$ cat config.mk
export PLATFORM = sky130hd
export DESIGN_NAME = balance_pd_drive_controller
export DESIGN_NICKNAME = d
export VERILOG_FILES = /design/src/hw/rtl/bpd_pkg.sv /design/src/hw/rtl/balance_pd_drive_controller.sv /design/src/hw/rtl/bpd_csr.sv /design/src/hw/rtl/bpd_datapath.sv /design/src/hw/rtl/bpd_ctrl.sv
export SDC_FILE = /design/constraint.sdc
export NUM_CORES = 2
export LEC_CHECK = 0
export BUFFER_PORTS_ARGS = -buffer_cell sky130_fd_sc_hd__clkbuf_2
export CAP_MARGIN = 20
export CORE_AREA = 2 2 343 345
export DETAILED_ROUTE_END_ITERATION = 10
export DIE_AREA = 0 0 345 347
export PLACE_DENSITY = 0.65
export SETUP_SLACK_MARGIN = 0.15
export SYNTH_ARGS = -nofsm -noshare
export SYNTH_HDL_FRONTEND = slang
export SYNTH_SLANG_ARGS = --single-unit
export TNS_END_PERCENT = 50
$ cat constraint.sdc
create_clock -name clock -period 25.7 [get_ports clock]
set_clock_uncertainty 0.2 [all_clocks]
set_input_delay 2.57 -clock clock [delete_from_list [all_inputs] [get_ports clock]]
set_output_delay 2.57 -clock clock [all_outputs]
set_load 0.005 [all_outputs]
$ cat src/hw/rtl/bpd_pkg.sv
// Shared types, constants and register codes for the balance drive controller.
// Used by bpd_csr, bpd_ctrl, bpd_datapath and balance_pd_drive_controller.
`default_nettype none

package bpd_pkg;

   localparam int SAMPLE_BITS_DEF = 10;
   localparam int DT_BITS         = 8;
   localparam int OFFSET_BITS     = 10;
   localparam int GAIN_BITS       = 16;
   localparam int CSR_INDEX_BITS  = 3;
   localparam int CSR_DATA_BITS   = 16;

   localparam int MA_BITS   = 34;
   localparam int MB_BITS   = 18;
   localparam int PROD_BITS = MA_BITS + MB_BITS;

   localparam int STATE_BITS      = 32;
   localparam int DRIVE_BITS      = 10;
   localparam int COMPARE_BITS    = 16;
   localparam int TILT_WHOLE_BITS = 16;
   localparam int RSP_PAYLOAD_BITS = 2 * DRIVE_BITS + 2 * COMPARE_BITS + TILT_WHOLE_BITS + 1;
   localparam int RSP_BITS         = ((RSP_PAYLOAD_BITS + 7) / 8) * 8;

   localparam int ONE_Q16       = 65536;
   localparam int STATE_MAX     = 2147483647;
   localparam int STATE_MIN     = -2147483647 - 1;
   localparam int GYRO_DT_SCALE = 34360;
   localparam int BIAS_RECIP    = 1639;
   localparam int DRIVE_LIMIT   = 511 * ONE_Q16;
   localparam int REV_THRESHOLD = 466 * ONE_Q16;
   localparam int DB_HIGH       = 547;
   localparam int DB_LOW        = 477;
   localparam int WHEEL_MAX     = 1022;
   localparam int WHEEL_STOP    = 511;
   localparam int COMPARE_BASE  = 56523;

   typedef enum logic [CSR_INDEX_BITS-1:0] {
      REG_LEAN_OFFSET  = 3'd0,
      REG_STEER_OFFSET = 3'd1,
      REG_RATE_OFFSET  = 3'd2,
      REG_PROP_GAIN    = 3'd3,
      REG_DERIV_GAIN   = 3'd4,
      REG_TURN_GAIN    = 3'd5,
      REG_BLEND_KEEP   = 3'd6
   } csr_reg_type;

   typedef struct packed {
      logic [OFFSET_BITS-1:0] lean_offset;
      logic [OFFSET_BITS-1:0] steer_offset;
      logic [OFFSET_BITS-1:0] rate_offset;
      logic [GAIN_BITS-1:0]   prop_gain;
      logic [GAIN_BITS-1:0]   deriv_gain;
      logic [GAIN_BITS-1:0]   turn_gain;
      logic [GAIN_BITS-1:0]   blend_keep;
   } cfg_type;

   localparam cfg_type CFG_RESET = '{
      lean_offset:  10'd512,
      steer_offset: 10'd512,
      rate_offset:  10'd522,
      prop_gain:    16'd102,
      deriv_gain:   16'd128,
      turn_gain:    16'd1024,
      blend_keep:   16'd63570
   };

   typedef enum logic [3:0] {
      OP_NONE,
      OP_BIAS,
      OP_GDT,
      OP_INC,
      OP_SUM,
      OP_KEEP,
      OP_LEAN,
      OP_TILT,
      OP_PROP,
      OP_DERIV,
      OP_DRIVE,
      OP_TURN,
      OP_WHEEL,
      OP_PUBLISH
   } dp_op_type;

   typedef struct packed {
      logic      load;
      dp_op_type op;
   } dp_cmd_type;

   typedef enum logic [3:0] {
      ST_IDLE,
      ST_BIAS,
      ST_GDT,
      ST_INC,
      ST_SUM,
      ST_KEEP,
      ST_LEAN,
      ST_TILT,
      ST_PROP,
      ST_DERIV,
      ST_DRIVE,
      ST_TURN,
      ST_WHEEL,
      ST_FINISH
   } ctl_state_type;

   typedef struct packed {
      logic                               reverse_mode;
      logic signed [TILT_WHOLE_BITS-1:0]  tilt_whole;
      logic [COMPARE_BITS-1:0]            right_compare;
      logic [COMPARE_BITS-1:0]            left_compare;
      logic [DRIVE_BITS-1:0]              right_drive;
      logic [DRIVE_BITS-1:0]              left_drive;
   } result_type;

endpackage

`default_nettype wire

$ cat src/hw/rtl/balance_pd_drive_controller.sv
// Balance drive controller top level: an accepted request transaction runs through
// twelve steps that share one 34x18 multiplier before its result is published, and
// no new request is taken until that result has been published.
// A request is taken while the previous result still waits in the output register.
// Synchronous active-high reset restores the register defaults, clears tilt and drive
// and selects forward mode. Depends on bpd_pkg, bpd_csr, bpd_ctrl and bpd_datapath.
`default_nettype none

module balance_pd_drive_controller import bpd_pkg::*; #(
   parameter int SAMPLE_BITS = SAMPLE_BITS_DEF,
   localparam int REQ_BITS = ((3 * SAMPLE_BITS + DT_BITS + 7) / 8) * 8
) (
   input  wire logic                      clock,
   input  wire logic                      reset,
   input  wire logic                      req_tvalid,
   output logic                           req_tready,
   // lean_sample, rate_sample, steer_sample, elapsed_ticks, zero fill
   input  wire logic [REQ_BITS-1:0]       req_tdata,
   output logic                           rsp_tvalid,
   input  wire logic                      rsp_tready,
   // left_drive, right_drive, left_compare, right_compare, tilt_whole,
   // reverse_mode, zero fill
   output logic [RSP_BITS-1:0]            rsp_tdata,
   input  wire logic                      csr_valid,
   output logic                           csr_ready,
   input  wire logic [CSR_INDEX_BITS-1:0] csr_index,
   input  wire logic [CSR_DATA_BITS-1:0]  csr_data
);

   cfg_type    cfg;
   dp_cmd_type cmd;
   result_type result;

   bpd_csr u_csr (
      .clock     (clock),
      .reset     (reset),
      .csr_valid (csr_valid),
      .csr_ready (csr_ready),
      .csr_index (csr_index),
      .csr_data  (csr_data),
      .cfg       (cfg)
   );

   bpd_ctrl u_ctrl (
      .clock      (clock),
      .reset      (reset),
      .req_tvalid (req_tvalid),
      .req_tready (req_tready),
      .rsp_tvalid (rsp_tvalid),
      .rsp_tready (rsp_tready),
      .cmd        (cmd)
   );

   bpd_datapath #(
      .SAMPLE_BITS (SAMPLE_BITS)
   ) u_datapath (
      .clock         (clock),
      .reset         (reset),
      .cmd           (cmd),
      .cfg           (cfg),
      .lean_sample   (req_tdata[SAMPLE_BITS-1:0]),
      .rate_sample   (req_tdata[2*SAMPLE_BITS-1:SAMPLE_BITS]),
      .steer_sample  (req_tdata[3*SAMPLE_BITS-1:2*SAMPLE_BITS]),
      .elapsed_ticks (req_tdata[3*SAMPLE_BITS+DT_BITS-1:3*SAMPLE_BITS]),
      .result        (result)
   );

   assign rsp_tdata = {(RSP_BITS - RSP_PAYLOAD_BITS)'(0), result};

endmodule

`default_nettype wire

$ cat src/hw/rtl/bpd_csr.sv
// Configuration register file for the balance drive controller.
// Depends on bpd_pkg for the register codes, the config struct and reset values.
`default_nettype none

module bpd_csr import bpd_pkg::*; (
   input  wire logic                      clock,
   input  wire logic                      reset,
   input  wire logic                      csr_valid,
   output logic                           csr_ready,
   input  wire logic [CSR_INDEX_BITS-1:0] csr_index,
   input  wire logic [CSR_DATA_BITS-1:0]  csr_data,
   output cfg_type                        cfg
);

   cfg_type cfg_ff;
   cfg_type cfg_in;

   assign csr_ready = 1'b1;
   assign cfg       = cfg_ff;

   always_comb begin
      cfg_in = cfg_ff;
      if (csr_valid) begin
         unique case (csr_reg_type'(csr_index))
            REG_LEAN_OFFSET:  cfg_in.lean_offset  = csr_data[OFFSET_BITS-1:0];
            REG_STEER_OFFSET: cfg_in.steer_offset = csr_data[OFFSET_BITS-1:0];
            REG_RATE_OFFSET:  cfg_in.rate_offset  = csr_data[OFFSET_BITS-1:0];
            REG_PROP_GAIN:    cfg_in.prop_gain    = csr_data[GAIN_BITS-1:0];
            REG_DERIV_GAIN:   cfg_in.deriv_gain   = csr_data[GAIN_BITS-1:0];
            REG_TURN_GAIN:    cfg_in.turn_gain    = csr_data[GAIN_BITS-1:0];
            REG_BLEND_KEEP:   cfg_in.blend_keep   = csr_data[GAIN_BITS-1:0];
            default:          cfg_in = cfg_ff;
         endcase
      end
   end

   always_ff @(posedge clock) begin
      if (reset) begin
         cfg_ff <= CFG_RESET;
      end else begin
         cfg_ff <= cfg_in;
      end
   end

endmodule

`default_nettype wire

$ cat src/hw/rtl/bpd_datapath.sv
// Datapath of the balance drive controller: sample scaling, one shared multiplier,
// filter and drive state, deadband logic and the result register. Depends on bpd_pkg.
`default_nettype none

module bpd_datapath import bpd_pkg::*; #(
   parameter int SAMPLE_BITS = SAMPLE_BITS_DEF
) (
   input  wire logic                   clock,
   input  wire logic                   reset,
   input  wire dp_cmd_type             cmd,
   input  wire cfg_type                cfg,
   input  wire logic [SAMPLE_BITS-1:0] lean_sample,
   input  wire logic [SAMPLE_BITS-1:0] rate_sample,
   input  wire logic [SAMPLE_BITS-1:0] steer_sample,
   input  wire logic [DT_BITS-1:0]     elapsed_ticks,
   output result_type                  result
);

   localparam int OW         = (SAMPLE_BITS < OFFSET_BITS) ? SAMPLE_BITS : OFFSET_BITS;
   localparam int DEG_BITS   = SAMPLE_BITS + 2;
   localparam int WHEEL_BITS = SAMPLE_BITS + 10;
   localparam int EXT_BITS   = SAMPLE_BITS + 6;

   localparam logic signed [PROD_BITS-1:0] SAT_HI = PROD_BITS'(STATE_MAX);
   localparam logic signed [PROD_BITS-1:0] SAT_LO = PROD_BITS'(STATE_MIN);
   localparam logic signed [PROD_BITS-1:0] DRV_HI = PROD_BITS'(DRIVE_LIMIT);
   localparam logic signed [PROD_BITS-1:0] DRV_LO = -PROD_BITS'(DRIVE_LIMIT);

   function automatic logic signed [DEG_BITS-1:0] scale14(
      input logic [SAMPLE_BITS-1:0] s,
      input logic [SAMPLE_BITS-1:0] o
   );
      logic signed [EXT_BITS-1:0] d;
      logic signed [EXT_BITS-1:0] m;
      d = signed'({6'b0, s}) - signed'({6'b0, o});
      m = (d <<< 4) - (d <<< 1);
      return DEG_BITS'(m >>> 5);
   endfunction

   function automatic logic signed [DEG_BITS-1:0] scale11(
      input logic [SAMPLE_BITS-1:0] s,
      input logic [SAMPLE_BITS-1:0] o
   );
      logic signed [EXT_BITS-1:0] d;
      logic signed [EXT_BITS-1:0] m;
      d = signed'({6'b0, s}) - signed'({6'b0, o});
      m = (d <<< 3) + (d <<< 1) + d;
      return DEG_BITS'(m >>> 5);
   endfunction

   function automatic logic signed [TILT_WHOLE_BITS-1:0] whole_part(
      input logic signed [STATE_BITS-1:0] v
   );
      logic signed [TILT_WHOLE_BITS-1:0] q;
      q = v[STATE_BITS-1:STATE_BITS-TILT_WHOLE_BITS];
      if (v[STATE_BITS-1] && (v[15:0] != 16'd0)) begin
         q = q + 16'sd1;
      end
      return q;
   endfunction

   logic signed [DEG_BITS-1:0]   lean_deg_ff, lean_deg_in;
   logic signed [DEG_BITS-1:0]   steer_deg_ff, steer_deg_in;
   logic signed [DEG_BITS-1:0]   gz_ff, gz_in;
   logic [DT_BITS-1:0]           dt_ff, dt_in;
   logic signed [PROD_BITS-1:0]  prod_ff, prod_in;
   logic signed [PROD_BITS-1:0]  acc_ff, acc_in;
   logic signed [STATE_BITS-1:0] tilt_ff, tilt_in;
   logic signed [STATE_BITS-1:0] base_drive_ff, base_drive_in;
   logic                         rev_ff, rev_in;
   logic signed [WHEEL_BITS-1:0] lm_ff, lm_in;
   logic signed [WHEEL_BITS-1:0] rm_ff, rm_in;
   result_type                   result_ff, result_in;

   logic signed [MA_BITS-1:0]          mul_a;
   logic signed [MB_BITS-1:0]          mul_b;
   logic [SAMPLE_BITS-1:0]             lean_off, steer_off, rate_off;
   logic [GAIN_BITS:0]                 keep_comp;
   logic signed [TILT_WHOLE_BITS-1:0]  drive_whole;
   logic [TILT_WHOLE_BITS-1:0]         drive_abs;
   logic [DRIVE_BITS-1:0]              drive_mag;
   logic signed [DEG_BITS-1:0]         bias_v;
   logic signed [PROD_BITS-1:0]        sum_v;
   logic signed [PROD_BITS-1:0]        turn_v;
   logic                               fwd_band;
   logic signed [WHEEL_BITS-1:0]       lm_db, rm_db;
   logic [DRIVE_BITS-1:0]              lm_cl, rm_cl;

   assign lean_off  = SAMPLE_BITS'(cfg.lean_offset[OW-1:0]);
   assign steer_off = SAMPLE_BITS'(cfg.steer_offset[OW-1:0]);
   assign rate_off  = SAMPLE_BITS'(cfg.rate_offset[OW-1:0]);
   assign keep_comp = (GAIN_BITS+1)'(ONE_Q16) - {1'b0, cfg.blend_keep};

   // Whole part of the drive fits in ten bits, so its magnitude fits the low bits.
   assign drive_whole = whole_part(base_drive_ff);
   assign drive_abs   = drive_whole[TILT_WHOLE_BITS-1] ? -drive_whole : drive_whole;
   assign drive_mag   = drive_abs[DRIVE_BITS-1:0];
   assign bias_v      = DEG_BITS'(prod_ff[21:16]);

   always_comb begin
      unique case (cmd.op)
         OP_BIAS: begin
            mul_a = MA_BITS'(drive_mag);
            mul_b = MB_BITS'(BIAS_RECIP);
         end
         OP_GDT: begin
            mul_a = MA_BITS'(gz_ff);
            mul_b = MB_BITS'(dt_ff);
         end
         OP_INC: begin
            mul_a = MA_BITS'(prod_ff);
            mul_b = MB_BITS'(GYRO_DT_SCALE);
         end
         OP_KEEP: begin
            mul_a = MA_BITS'(acc_ff);
            mul_b = MB_BITS'(cfg.blend_keep);
         end
         OP_LEAN: begin
            mul_a = MA_BITS'(lean_deg_ff);
            mul_b = MB_BITS'(keep_comp);
         end
         OP_PROP: begin
            mul_a = MA_BITS'(tilt_ff);
            mul_b = MB_BITS'(cfg.prop_gain);
         end
         OP_DERIV: begin
            mul_a = MA_BITS'(gz_ff);
            mul_b = MB_BITS'(cfg.deriv_gain);
         end
         OP_TURN: begin
            mul_a = MA_BITS'(steer_deg_ff);
            mul_b = MB_BITS'(cfg.turn_gain);
         end
         default: begin
            mul_a = '0;
            mul_b = '0;
         end
      endcase
   end

   assign prod_in = PROD_BITS'(mul_a) * PROD_BITS'(mul_b);

   always_comb begin
      lean_deg_in   = lean_deg_ff;
      steer_deg_in  = steer_deg_ff;
      gz_in         = gz_ff;
      dt_in         = dt_ff;
      acc_in        = acc_ff;
      tilt_in       = tilt_ff;
      base_drive_in = base_drive_ff;
      rev_in        = rev_ff;
      lm_in         = lm_ff;
      rm_in         = rm_ff;
      result_in     = result_ff;
      sum_v         = '0;
      turn_v        = '0;
      fwd_band      = 1'b0;
      lm_db         = lm_ff;
      rm_db         = rm_ff;
      lm_cl         = '0;
      rm_cl         = '0;

      if (cmd.load) begin
         lean_deg_in  = scale14(lean_sample, lean_off);
         steer_deg_in = scale14(steer_sample, steer_off);
         gz_in        = scale11(rate_sample, rate_off);
         dt_in        = elapsed_ticks;
      end

      case (cmd.op)
         OP_GDT: begin
            lean_deg_in = base_drive_ff[STATE_BITS-1] ? lean_deg_ff - bias_v
                                                      : lean_deg_ff + bias_v;
         end
         OP_SUM: begin
            acc_in = PROD_BITS'(tilt_ff) + (prod_ff >>> 12);
         end
         OP_LEAN: begin
            acc_in = prod_ff >>> 16;
         end
         OP_TILT: begin
            sum_v = acc_ff + prod_ff;
            if (sum_v > SAT_HI) begin
               tilt_in = STATE_BITS'(STATE_MAX);
            end else if (sum_v < SAT_LO) begin
               tilt_in = STATE_BITS'(STATE_MIN);
            end else begin
               tilt_in = STATE_BITS'(sum_v);
            end
         end
         OP_DERIV: begin
            acc_in = PROD_BITS'(base_drive_ff) + (prod_ff >>> 8);
         end
         OP_DRIVE: begin
            sum_v = acc_ff + (prod_ff <<< 8);
            if (sum_v > DRV_HI) begin
               base_drive_in = STATE_BITS'(DRIVE_LIMIT);
            end else if (sum_v < DRV_LO) begin
               base_drive_in = -STATE_BITS'(DRIVE_LIMIT);
            end else begin
               base_drive_in = STATE_BITS'(sum_v);
            end
         end
         OP_WHEEL: begin
            turn_v = prod_ff >>> 8;
            if (prod_ff[PROD_BITS-1] && (prod_ff[7:0] != 8'd0)) begin
               turn_v = turn_v + PROD_BITS'(1);
            end
            lm_in = WHEEL_BITS'(WHEEL_STOP) + WHEEL_BITS'(drive_whole) + WHEEL_BITS'(turn_v);
            rm_in = WHEEL_BITS'(WHEEL_STOP) + WHEEL_BITS'(drive_whole) - WHEEL_BITS'(turn_v);
         end
         OP_PUBLISH: begin
            fwd_band = (lm_ff < DB_HIGH) && (lm_ff > DB_LOW) && !rev_ff;
            lm_db    = fwd_band ? WHEEL_BITS'(DB_HIGH) : lm_ff;
            rm_db    = (!fwd_band && (rm_ff < DB_HIGH) && (rm_ff > DB_LOW) && rev_ff)
                       ? WHEEL_BITS'(DB_LOW) : rm_ff;
            if (lm_db <= DB_HIGH) begin
               rev_in = 1'b0;
            end else if (base_drive_ff >= REV_THRESHOLD) begin
               rev_in = 1'b1;
            end
            if (lm_db < 0) begin
               lm_cl = '0;
            end else if (lm_db > WHEEL_MAX) begin
               lm_cl = DRIVE_BITS'(WHEEL_MAX);
            end else begin
               lm_cl = lm_db[DRIVE_BITS-1:0];
            end
            if (rm_db < 0) begin
               rm_cl = '0;
            end else if (rm_db > WHEEL_MAX) begin
               rm_cl = DRIVE_BITS'(WHEEL_MAX);
            end else begin
               rm_cl = rm_db[DRIVE_BITS-1:0];
            end
            result_in.left_drive    = lm_cl;
            result_in.right_drive   = rm_cl;
            result_in.left_compare  = COMPARE_BITS'(COMPARE_BASE) + COMPARE_BITS'(lm_cl);
            result_in.right_compare = COMPARE_BITS'(COMPARE_BASE) + COMPARE_BITS'(rm_cl);
            result_in.tilt_whole    = whole_part(tilt_ff);
            result_in.reverse_mode  = rev_in;
         end
         default: begin
            acc_in = acc_ff;
         end
      endcase
   end

   always_ff @(posedge clock) begin
      if (reset) begin
         tilt_ff       <= '0;
         base_drive_ff <= '0;
         rev_ff        <= 1'b0;
      end else begin
         tilt_ff       <= tilt_in;
         base_drive_ff <= base_drive_in;
         rev_ff        <= rev_in;
      end
   end

   always_ff @(posedge clock) begin
      lean_deg_ff  <= lean_deg_in;
      steer_deg_ff <= steer_deg_in;
      gz_ff        <= gz_in;
      dt_ff        <= dt_in;
      prod_ff      <= prod_in;
      acc_ff       <= acc_in;
      lm_ff        <= lm_in;
      rm_ff        <= rm_in;
      result_ff    <= result_in;
   end

   assign result = result_ff;

   a_drive_in_range: assert property (@(posedge clock) disable iff (reset)
      (base_drive_ff <= DRIVE_LIMIT) && (base_drive_ff >= -DRIVE_LIMIT))
      else $error("drive state left its clamp range");

endmodule

`default_nettype wire

$ cat src/hw/rtl/bpd_ctrl.sv
// Control sequencer of the balance drive controller: input and result handshakes
// and the step sequence for the shared multiplier. Depends on bpd_pkg.
`default_nettype none

module bpd_ctrl import bpd_pkg::*; (
   input  wire logic clock,
   input  wire logic reset,
   input  wire logic req_tvalid,
   output logic      req_tready,
   output logic      rsp_tvalid,
   input  wire logic rsp_tready,
   output dp_cmd_type cmd
);

   ctl_state_type state_ff, state_in;
   logic          rsp_valid_ff, rsp_valid_in;

   assign req_tready = (state_ff == ST_IDLE);
   assign rsp_tvalid = rsp_valid_ff;

   always_comb begin
      state_in = state_ff;
      cmd.load = 1'b0;
      cmd.op   = OP_NONE;
      unique case (state_ff)
         ST_IDLE: begin
            if (req_tvalid) begin
               cmd.load = 1'b1;
               state_in = ST_BIAS;
            end
         end
         ST_BIAS:  begin cmd.op = OP_BIAS;  state_in = ST_GDT;   end
         ST_GDT:   begin cmd.op = OP_GDT;   state_in = ST_INC;   end
         ST_INC:   begin cmd.op = OP_INC;   state_in = ST_SUM;   end
         ST_SUM:   begin cmd.op = OP_SUM;   state_in = ST_KEEP;  end
         ST_KEEP:  begin cmd.op = OP_KEEP;  state_in = ST_LEAN;  end
         ST_LEAN:  begin cmd.op = OP_LEAN;  state_in = ST_TILT;  end
         ST_TILT:  begin cmd.op = OP_TILT;  state_in = ST_PROP;  end
         ST_PROP:  begin cmd.op = OP_PROP;  state_in = ST_DERIV; end
         ST_DERIV: begin cmd.op = OP_DERIV; state_in = ST_DRIVE; end
         ST_DRIVE: begin cmd.op = OP_DRIVE; state_in = ST_TURN;  end
         ST_TURN:  begin cmd.op = OP_TURN;  state_in = ST_WHEEL; end
         ST_WHEEL: begin cmd.op = OP_WHEEL; state_in = ST_FINISH; end
         ST_FINISH: begin
            if (!rsp_valid_ff || rsp_tready) begin
               cmd.op   = OP_PUBLISH;
               state_in = ST_IDLE;
            end
         end
         default: state_in = ST_IDLE;
      endcase
   end

   always_comb begin
      if (cmd.op == OP_PUBLISH) begin
         rsp_valid_in = 1'b1;
      end else if (rsp_tready) begin
         rsp_valid_in = 1'b0;
      end else begin
         rsp_valid_in = rsp_valid_ff;
      end
   end

   always_ff @(posedge clock) begin
      if (reset) begin
         state_ff     <= ST_IDLE;
         rsp_valid_ff <= 1'b0;
      end else begin
         state_ff     <= state_in;
         rsp_valid_ff <= rsp_valid_in;
      end
   end

   a_accept_starts: assert property (@(posedge clock) disable iff (reset)
      (req_tvalid && req_tready) |=> (state_ff == ST_BIAS) && !req_tready)
      else $error("accepted transaction did not start the sequence");

   a_finish_waits: assert property (@(posedge clock) disable iff (reset)
      (state_ff == ST_FINISH && rsp_valid_ff && !rsp_tready)
      |=> (state_ff == ST_FINISH) && rsp_valid_ff)
      else $error("pending result overwritten");

   a_valid_from_finish: assert property (@(posedge clock) disable iff (reset)
      $rose(rsp_valid_ff) |-> ($past(state_ff) == ST_FINISH))
      else $error("result raised outside the finish step");

endmodule

`default_nettype wire
# Yosys cells after proc, flatten, opt, wreduce, memory -nomap -nowiden
# Index checks and enable logic that the tools add are counted.
[word_totals]
reg_bits = 419
in_bits = 64
output_inout_bits = 75
elab_cells = 161
[classes]
n_addsub = 23
multipliers = 1
order_cmp = 14
n_eq_ne = 34
n_mux = 34
n_reduce_logical = 29
[op_table]
columns = ["operator", "n"]
rows = [
  ["case mux 34 bit (7 select lines)", 1],
  ["case mux 52 bit (3 select lines)", 1],
  ["case mux 17 bit (8 select lines)", 1],
  ["two-way mux 32 bit", 4],
  ["adder 52 bit", 2],
  ["two-way mux 20 bit", 4],
  ["two-way mux 10 bit", 7],
  ["case mux 4 bit (14 select lines)", 1],
  ["greater-than comparator 52 x 26 -> 1 bit (second input constant)", 1],
  ["greater-than comparator 52 x 32 -> 1 bit (second input constant)", 1],
  ["less-than comparator 52 x 26 -> 1 bit (second input constant)", 1],
  ["less-than comparator 52 x 32 -> 1 bit (second input constant)", 1],
  ["multiplier 34 x 18 -> 52 bit", 1],
  ["case mux 4 bit (13 select lines)", 1],
  ["== test 4 bit (second input constant)", 12],
  ["adder 32 x 44 -> 45 bit", 1],
  ["adder 32 x 40 -> 41 bit", 1],
  ["greater-than comparator 20 x 10 -> 1 bit (second input constant)", 2],
  ["greater-than comparator 20 x 11 -> 1 bit (second input constant)", 2],
  ["less-than comparator 20 x 1 -> 1 bit (second input constant)", 2],
  ["less-than comparator 20 x 11 -> 1 bit (second input constant)", 2],
  ["two-way mux 12 bit", 3],
  ["subtractor 10 x 10 -> 11 bit", 3],
  ["adder 15 x 11 -> 16 bit (first input constant)", 2],
  ["37 further kinds", 78],
]

# Depth between registers and ports, before layout
[logic_depth]
ltp_word = 13
ltp_mapped = 39

# Cells and area by module
# Synthesis repeated with hierarchy kept, for this count alone.
[unflattened]
cells_unflattened = 6090
hier_area_um2 = 52342.7
[by_module_without_submodules]
columns = ["mod", "n_inst", "cells_each", "area_each_um2"]
rows = [
  ["bpd_datapath", 1, 5697, 48225.0],
  ["bpd_csr", 1, 351, 3769.9],
  ["bpd_ctrl", 1, 38, 321.6],
  ["balance_pd_drive_controller", 1, 4, 26.3],
]

# Worst setup path before layout
# OpenSTA, ideal clock, no wires.
[synth_path]
kind = "register to register"
start = "reg u_datapath.base_drive_ff[31]"
end = "reg u_datapath.prod_ff[50]"
arrival_ns = 9.409
required_ns = 25.373
slack_ns = 15.964
path_stages_with_launch = 36
path_buffers = 3
period_less_slack_ns = 9.736
cell_sequence = "dfxtp_1 > buf_2 > inv_1 > a41oi_1 > nand4_1 > nor2_1 > xnor2_1 > and3_1 > and3_1 > clkbuf_1 > or3_1 > nand3_1 > and3_1 > clkbuf_1 > nor2_1 > fa_1 > inv_1 > fa_1 > fa_1 > inv_1 > fa_1 > fa_1 > fa_1 > ha_1 > a21o_1 > a21oi_1 > o21ai_0 > a2111oi_0 > o21ai_0 > o211ai_1 > a211oi_1 > o41ai_1 > o21ai_0 > a2111oi_0 > nor3_1 > xor2_1"
[synth_between]
elab_chain_len = 6
word_cells_on_any_way = 7
cone_classes = "add/sub (2); mul (1); mux (3); reduce/logical (1)"
[synth_rtl]
columns = ["item", "line_no", "text"]
rows = [
  ["from (decl)", "bpd_datapath.sv:69", "logic signed [STATE_BITS-1:0] base_drive_ff, base_drive_in;"],
  ["from (signal assigned)", "bpd_datapath.sv:256", "base_drive_ff <= base_drive_in;"],
  ["branches (longest 1 deep; another with adder 16 x 2 -> 16 bit)", "n/a", ""],
  ["two-way mux 16 bit *", "bpd_datapath.sv:56", "if (v[STATE_BITS-1] && (v[15:0] != 16'd0)) begin"],
  ["negation 10 bit", "bpd_datapath.sv:96", "assign drive_abs = drive_whole[TILT_WHOLE_BITS-1] ? -drive_whole : drive_whole;"],
  ["two-way mux 10 bit *", "bpd_datapath.sv:96", ""],
  ["case mux 34 bit (7 select lines) *", "bpd_datapath.sv:101", "unique case (cmd.op)"],
  ["multiplier 34 x 18 -> 52 bit *", "bpd_datapath.sv:141", "assign prod_in = PROD_BITS'(mul_a) * PROD_BITS'(mul_b);"],
  ["named net u_datapath.prod_in[50]", "bpd_datapath.sv:66", "logic signed [PROD_BITS-1:0] prod_ff, prod_in;"],
  ["to (signal assigned)", "bpd_datapath.sv:266", "prod_ff <= prod_in;"],
  ["to (decl)", "bpd_datapath.sv:66", ""],
]
# Mark *: on every way through the listed nets, which the timed path passes.
# A chain may end at the register's enable or synchronous reset.

# Worst setup path after layout
[layout_path]
start = "reg u_ctrl.state_ff[2]"
end = "reg u_datapath.prod_ff[50]"
[layout_between]
elab_chain_len = 6
word_cells_on_any_way = 26
cone_classes = "mul (1); eq/ne (21); mux (3); reduce/logical (1)"
[layout_rtl]
columns = ["item", "line_no", "text"]
rows = [
  ["from (decl)", "bpd_ctrl.sv:15", "ctl_state_type state_ff, state_in;"],
  ["from (signal assigned)", "bpd_ctrl.sv:69", "state_ff <= state_in;"],
  ["== test 4 bit, or another cell as far along", "bpd_ctrl.sv:25", "unique case (state_ff)"],
  ["case mux 4 bit (13 select lines) *", "bpd_ctrl.sv:25", ""],
  ["== test 4 x 2 -> 1 bit or == test 4 bit (tied branches)", "bpd_datapath.sv:101", ""],
  ["OR reduction 2 bit (no line)", "n/a", ""],
  ["case mux 34 bit (7 select lines)", "bpd_datapath.sv:101", ""],
  ["multiplier 34 x 18 -> 52 bit *", "bpd_datapath.sv:141", ""],
  ["named net u_datapath.prod_in[50]", "bpd_datapath.sv:66", ""],
]
# Mark *: on every way through the listed nets, which the timed path passes. The rest lies on a longest branch.

==> summary.log <==
INFO  clock_network  tritoncts=built
INFO  drt            antenna_left=0
INFO  worst_setup_path cp.buffers_inverters=3
INFO  worst_setup_path setup.worst_path.start=u_ctrl.state_ff[2]
INFO  yosys          synth-async-reset-ratio=0%
INFO  yosys          synth.lib_cells_used.distinct=92
INFO  drt            routed.top_layer=met5
INFO  clock_network  clock_sink_count=407
INFO  worst_setup_path crit_required=25.94ns
INFO  worst_setup_path r2r_cells=29
INFO  drt            met3WireLength=15130um
INFO  die            die_area=119700um^2
INFO  drt            vias=45.60k
INFO  sta            fmaxAchievable=80.27MHz
INFO  grt            vias_in_the_first_global_route=43.70k
INFO  drt            drt_wl_total=176100um
INFO  yosys          synth_seq_cells=407
INFO  yosys          dominantRegCellSynth=dfxtp_1
INFO  sta            finalWorstPathRequiredPeriod=12.46ns
INFO  worst_setup_path critical_path.endpoint=u_datapath.prod_ff[50]
INFO  sta            worst_pin_slew=1.378ns
INFO  place          dpl.hpwl=136900um
INFO  grt            track_usage=29.04%
INFO  place          placement.io_buffers=128
INFO  place          dp_cells=7706
INFO  sta            worst_slack=13.24ns
INFO  die            ioPinCount=139
INFO  worst_setup_path critPathLaunchType=register
INFO  yosys          postSynthAreaPerCell=8.339um^2
INFO  yosys          netlist_area=51850um^2
INFO  worst_setup_path setup.reg_to_reg.worst_slack=13.24ns
INFO  clock_network  post-cts-setup-buffer-count=0
INFO  grt            grt_pass1_wl=266900um
INFO  status         run_status=complete, no violations
INFO  die            die_w=345um
INFO  worst_setup_path timing.setup.critical_path_class=register to register
INFO  worst_setup_path critical_path.most_common_cell=fa_1
INFO  drt            avgRoutedWirePerCell=22.56um
INFO  clock_network  post_cts_hold_buffer_count=0
INFO  clock_network  clk_pin_slew_worst_paths=0.06ns
INFO  worst_setup_path cp_data_arrival_time=12.70ns
INFO  die            dieHeight=347um
INFO  die            start_util=44.80%
INFO  worst_setup_path cp_num_cells=29
INFO  sta            finalSetupViolCount=0
INFO  sta            rsz0062_at_grt=no
INFO  drt            via_density_per_instance=5.843
INFO  clock_network  cts_repair_resize_count=0
INFO  grt            grt_start_max_net_pins=98
INFO  die            coreArea=115700um^2
INFO  worst_setup_path critical_path.endpoint_type=register
INFO  layout         area_growth=7.654%
INFO  worst_setup_path crit-reg2reg-launch=u_ctrl.state_ff[2]
INFO  clock_network  clock_latency_on_the_worst_skew_pair=0.63ns
INFO  worst_setup_path worstPathMaxFanout=44
INFO  grt            initial_antenna_violation_count=7
INFO  worst_setup_path crit_path_slowest_cell=dfxtp_1
INFO  yosys          synth_largest_area_cell=fa_1
INFO  clock_network  cts_max_level=2
INFO  worst_setup_path rr_endpoint=u_datapath.prod_ff[50]
INFO  yosys          seq_area_frac_synth=19.40%
INFO  yosys          post_synth_main_area_contributors=fa_1 (22%), edfxtp_1 (11%), ha_1 (10%)
INFO  drt            route.layer.met1.wl=73480um
INFO  yosys          synth.top_cell.area_share=21.97%
INFO  drt            dr.pass1.iters=8
INFO  drt            met2_wirelength=78030um
INFO  sta            relSlewSlack=8.161%
INFO  job            maxCapViolations=0
INFO  min_path       timing.hold.worst.class=register to register
INFO  clock_network  clk_path_buf_depth=3
INFO  power_and_ir_drop worst_ir_drop_vdd=54.99uV
INFO  power_and_ir_drop power_density=54.51nW/um^2
INFO  clock_network  cts_buffers=47
INFO  worst_setup_path top_family_by_delay_on_critical_path=compound AO/OA/AOI/OAI gates
INFO  layout         fin_cells=7803
INFO  grt            overflow=0
INFO  yosys          postSynthCellCount=6218
INFO  sta            timing.final.max_slew_violations=0
INFO  clock_network  cts_root_buffer=clkbuf_16
INFO  drt            dr.first_iter.drc_count=4250
INFO  worst_setup_path timing.critical_path.slowest_cell_delay=0.87ns
INFO  yosys          synth.yosys.warnings=0
INFO  place          globalplace.congestion=1.051
INFO  layout         most-common-layout-cells=inv_1 (895), nand2_1 (782), fa_1 (569)
INFO  drt            drcViolationCount=0
INFO  layout         finish.net_count=7287
INFO  layout         final_layout_size_suffix_gt1_share=5.755%
INFO  die            placementRows=125
INFO  sta            final-hold-violation-count=0
INFO  layout         final_common_cell=inv_1
INFO  sta            final.period_utilization=48.47%
INFO  sta            final.setup.tns=0ns
INFO  yosys          synth_enable_flop_cells=191
INFO  power_and_ir_drop leakage=25.36nW
INFO  place          dpl_worst_slack=13.37ns
[through the flow]
step	hold WS (ns)	area, um^2	total power [mW]	utilization, %
final	0.2534	55820	3.043	48.23
after global routing	0.2647	55810	3.225	48.22
after CTS	0.2548	55770	3.019	48.18
after detailed placement	0.2464	54180	2.311	46.81
after global placement	0.2415	54170	2.292	46.80
after floorplan	0.2318	51880	1.851	-
[how the worst min path moves through the flow]
stage	start	endpoint	slack [ns]	cells past startpoint
2_1_floorplan	u_csr.cfg[32]	u_csr.cfg[32]	0.23	2
3_3_place_gp	u_csr.cfg[19]	u_csr.cfg[19]	0.24	2
3_5_place_dp	u_csr.cfg[42]	u_csr.cfg[42]	0.25	2
4_1_cts	u_csr.cfg[46]	u_csr.cfg[46]	0.25	2
5_1_grt	u_csr.cfg[42]	u_csr.cfg[42]	0.26	2
6_report	u_csr.cfg[46]	u_csr.cfg[46]	0.25	2
[registers in the layout (all words and copies together), names as in the netlist, 4 cells and up]
signal                    count
u_csr.cfg                    94
u_datapath.result            65
u_datapath.prod_ff           52
u_datapath.acc_ff            45
u_datapath.base_drive_ff     32
u_datapath.tilt_ff           32
u_datapath.rm_ff             20
u_datapath.lm_ff             19
u_datapath.lean_deg_ff       12
u_datapath.gz_ff             11
u_datapath.steer_deg_ff      11
u_datapath.dt_ff              8
u_ctrl.state_ff               4
[final cells by class]
class                      count  area [um^2]
sequential                   407        10060
fill                       11250        59910
clock buffer                  61         1311
inverter                     896         3363
clock inverter                27        275.3
multi-input combinational   4666        37570
tap                         1524         1907
antenna                        6        15.01
timing repair buffer         216         1325
[synth_stat cells, types with 73 or more instances]
| cell type | number |
|---|---|
| nand3_1 | 107 |
| nor2_1 | 552 |
| fa_1 | 569 |
| ha_1 | 420 |
| xor2_1 | 119 |
| o21ai_0 | 268 |
| nand2_1 | 783 |
| clkbuf_1 | 219 |
| edfxtp_1 | 191 |
| inv_1 | 895 |
| a21o_1 | 135 |
| nor3_1 | 90 |
| a21oi_1 | 440 |
| dfxtp_1 | 216 |
| nand4_1 | 73 |
| xnor2_1 | 221 |
[power breakdown]
group / internal, mW / switching (mW) / total (mW)
clock network: 0.396 / 0.308 / 0.704
logic: 0.544 / 0.957 / 1.50
registers: 0.758 / 0.0799 / 0.837
total: 1.70 / 1.35 / 3.04
[worst reg2reg max path: cells and delay by family, from the launching register on]
| family | cells | cell delay [ns] |
|---|---|---|
| buffers and inverters | 3 | 0.64 |
| xor gates and xnor gates | 1 | 0.51 |
| DFF | 1 | 0.87 |
| and+or+nand+nor | 6 | 2.88 |
| AOI/OAI and AO/OA | 12 | 3.76 |
| adders and majority gates | 7 | 3.42 |
[routing by layer]
metal	vias to the layer above	GRT usage [%]
met2	1964	45.54
li1	20930	-
met1	22290	39.47
met5	-	0
met4	6	13.51
met3	413	4.479
[cell families (layout without fill, tap and decap cells)]
logic type	after synthesis	after routing	share of synthesized area, %
other cells	2	14	0.01448
fa+ha+maj	989	989	32.10
buf+inv	1151	1200	8.445
xor+xnor	340	340	5.743
flops	407	407	19.40
simple gates	1938	1938	16.82
compound gates	1378	1378	17.21
mux	13	13	0.2630
Power figures use the tool's default switching activity.
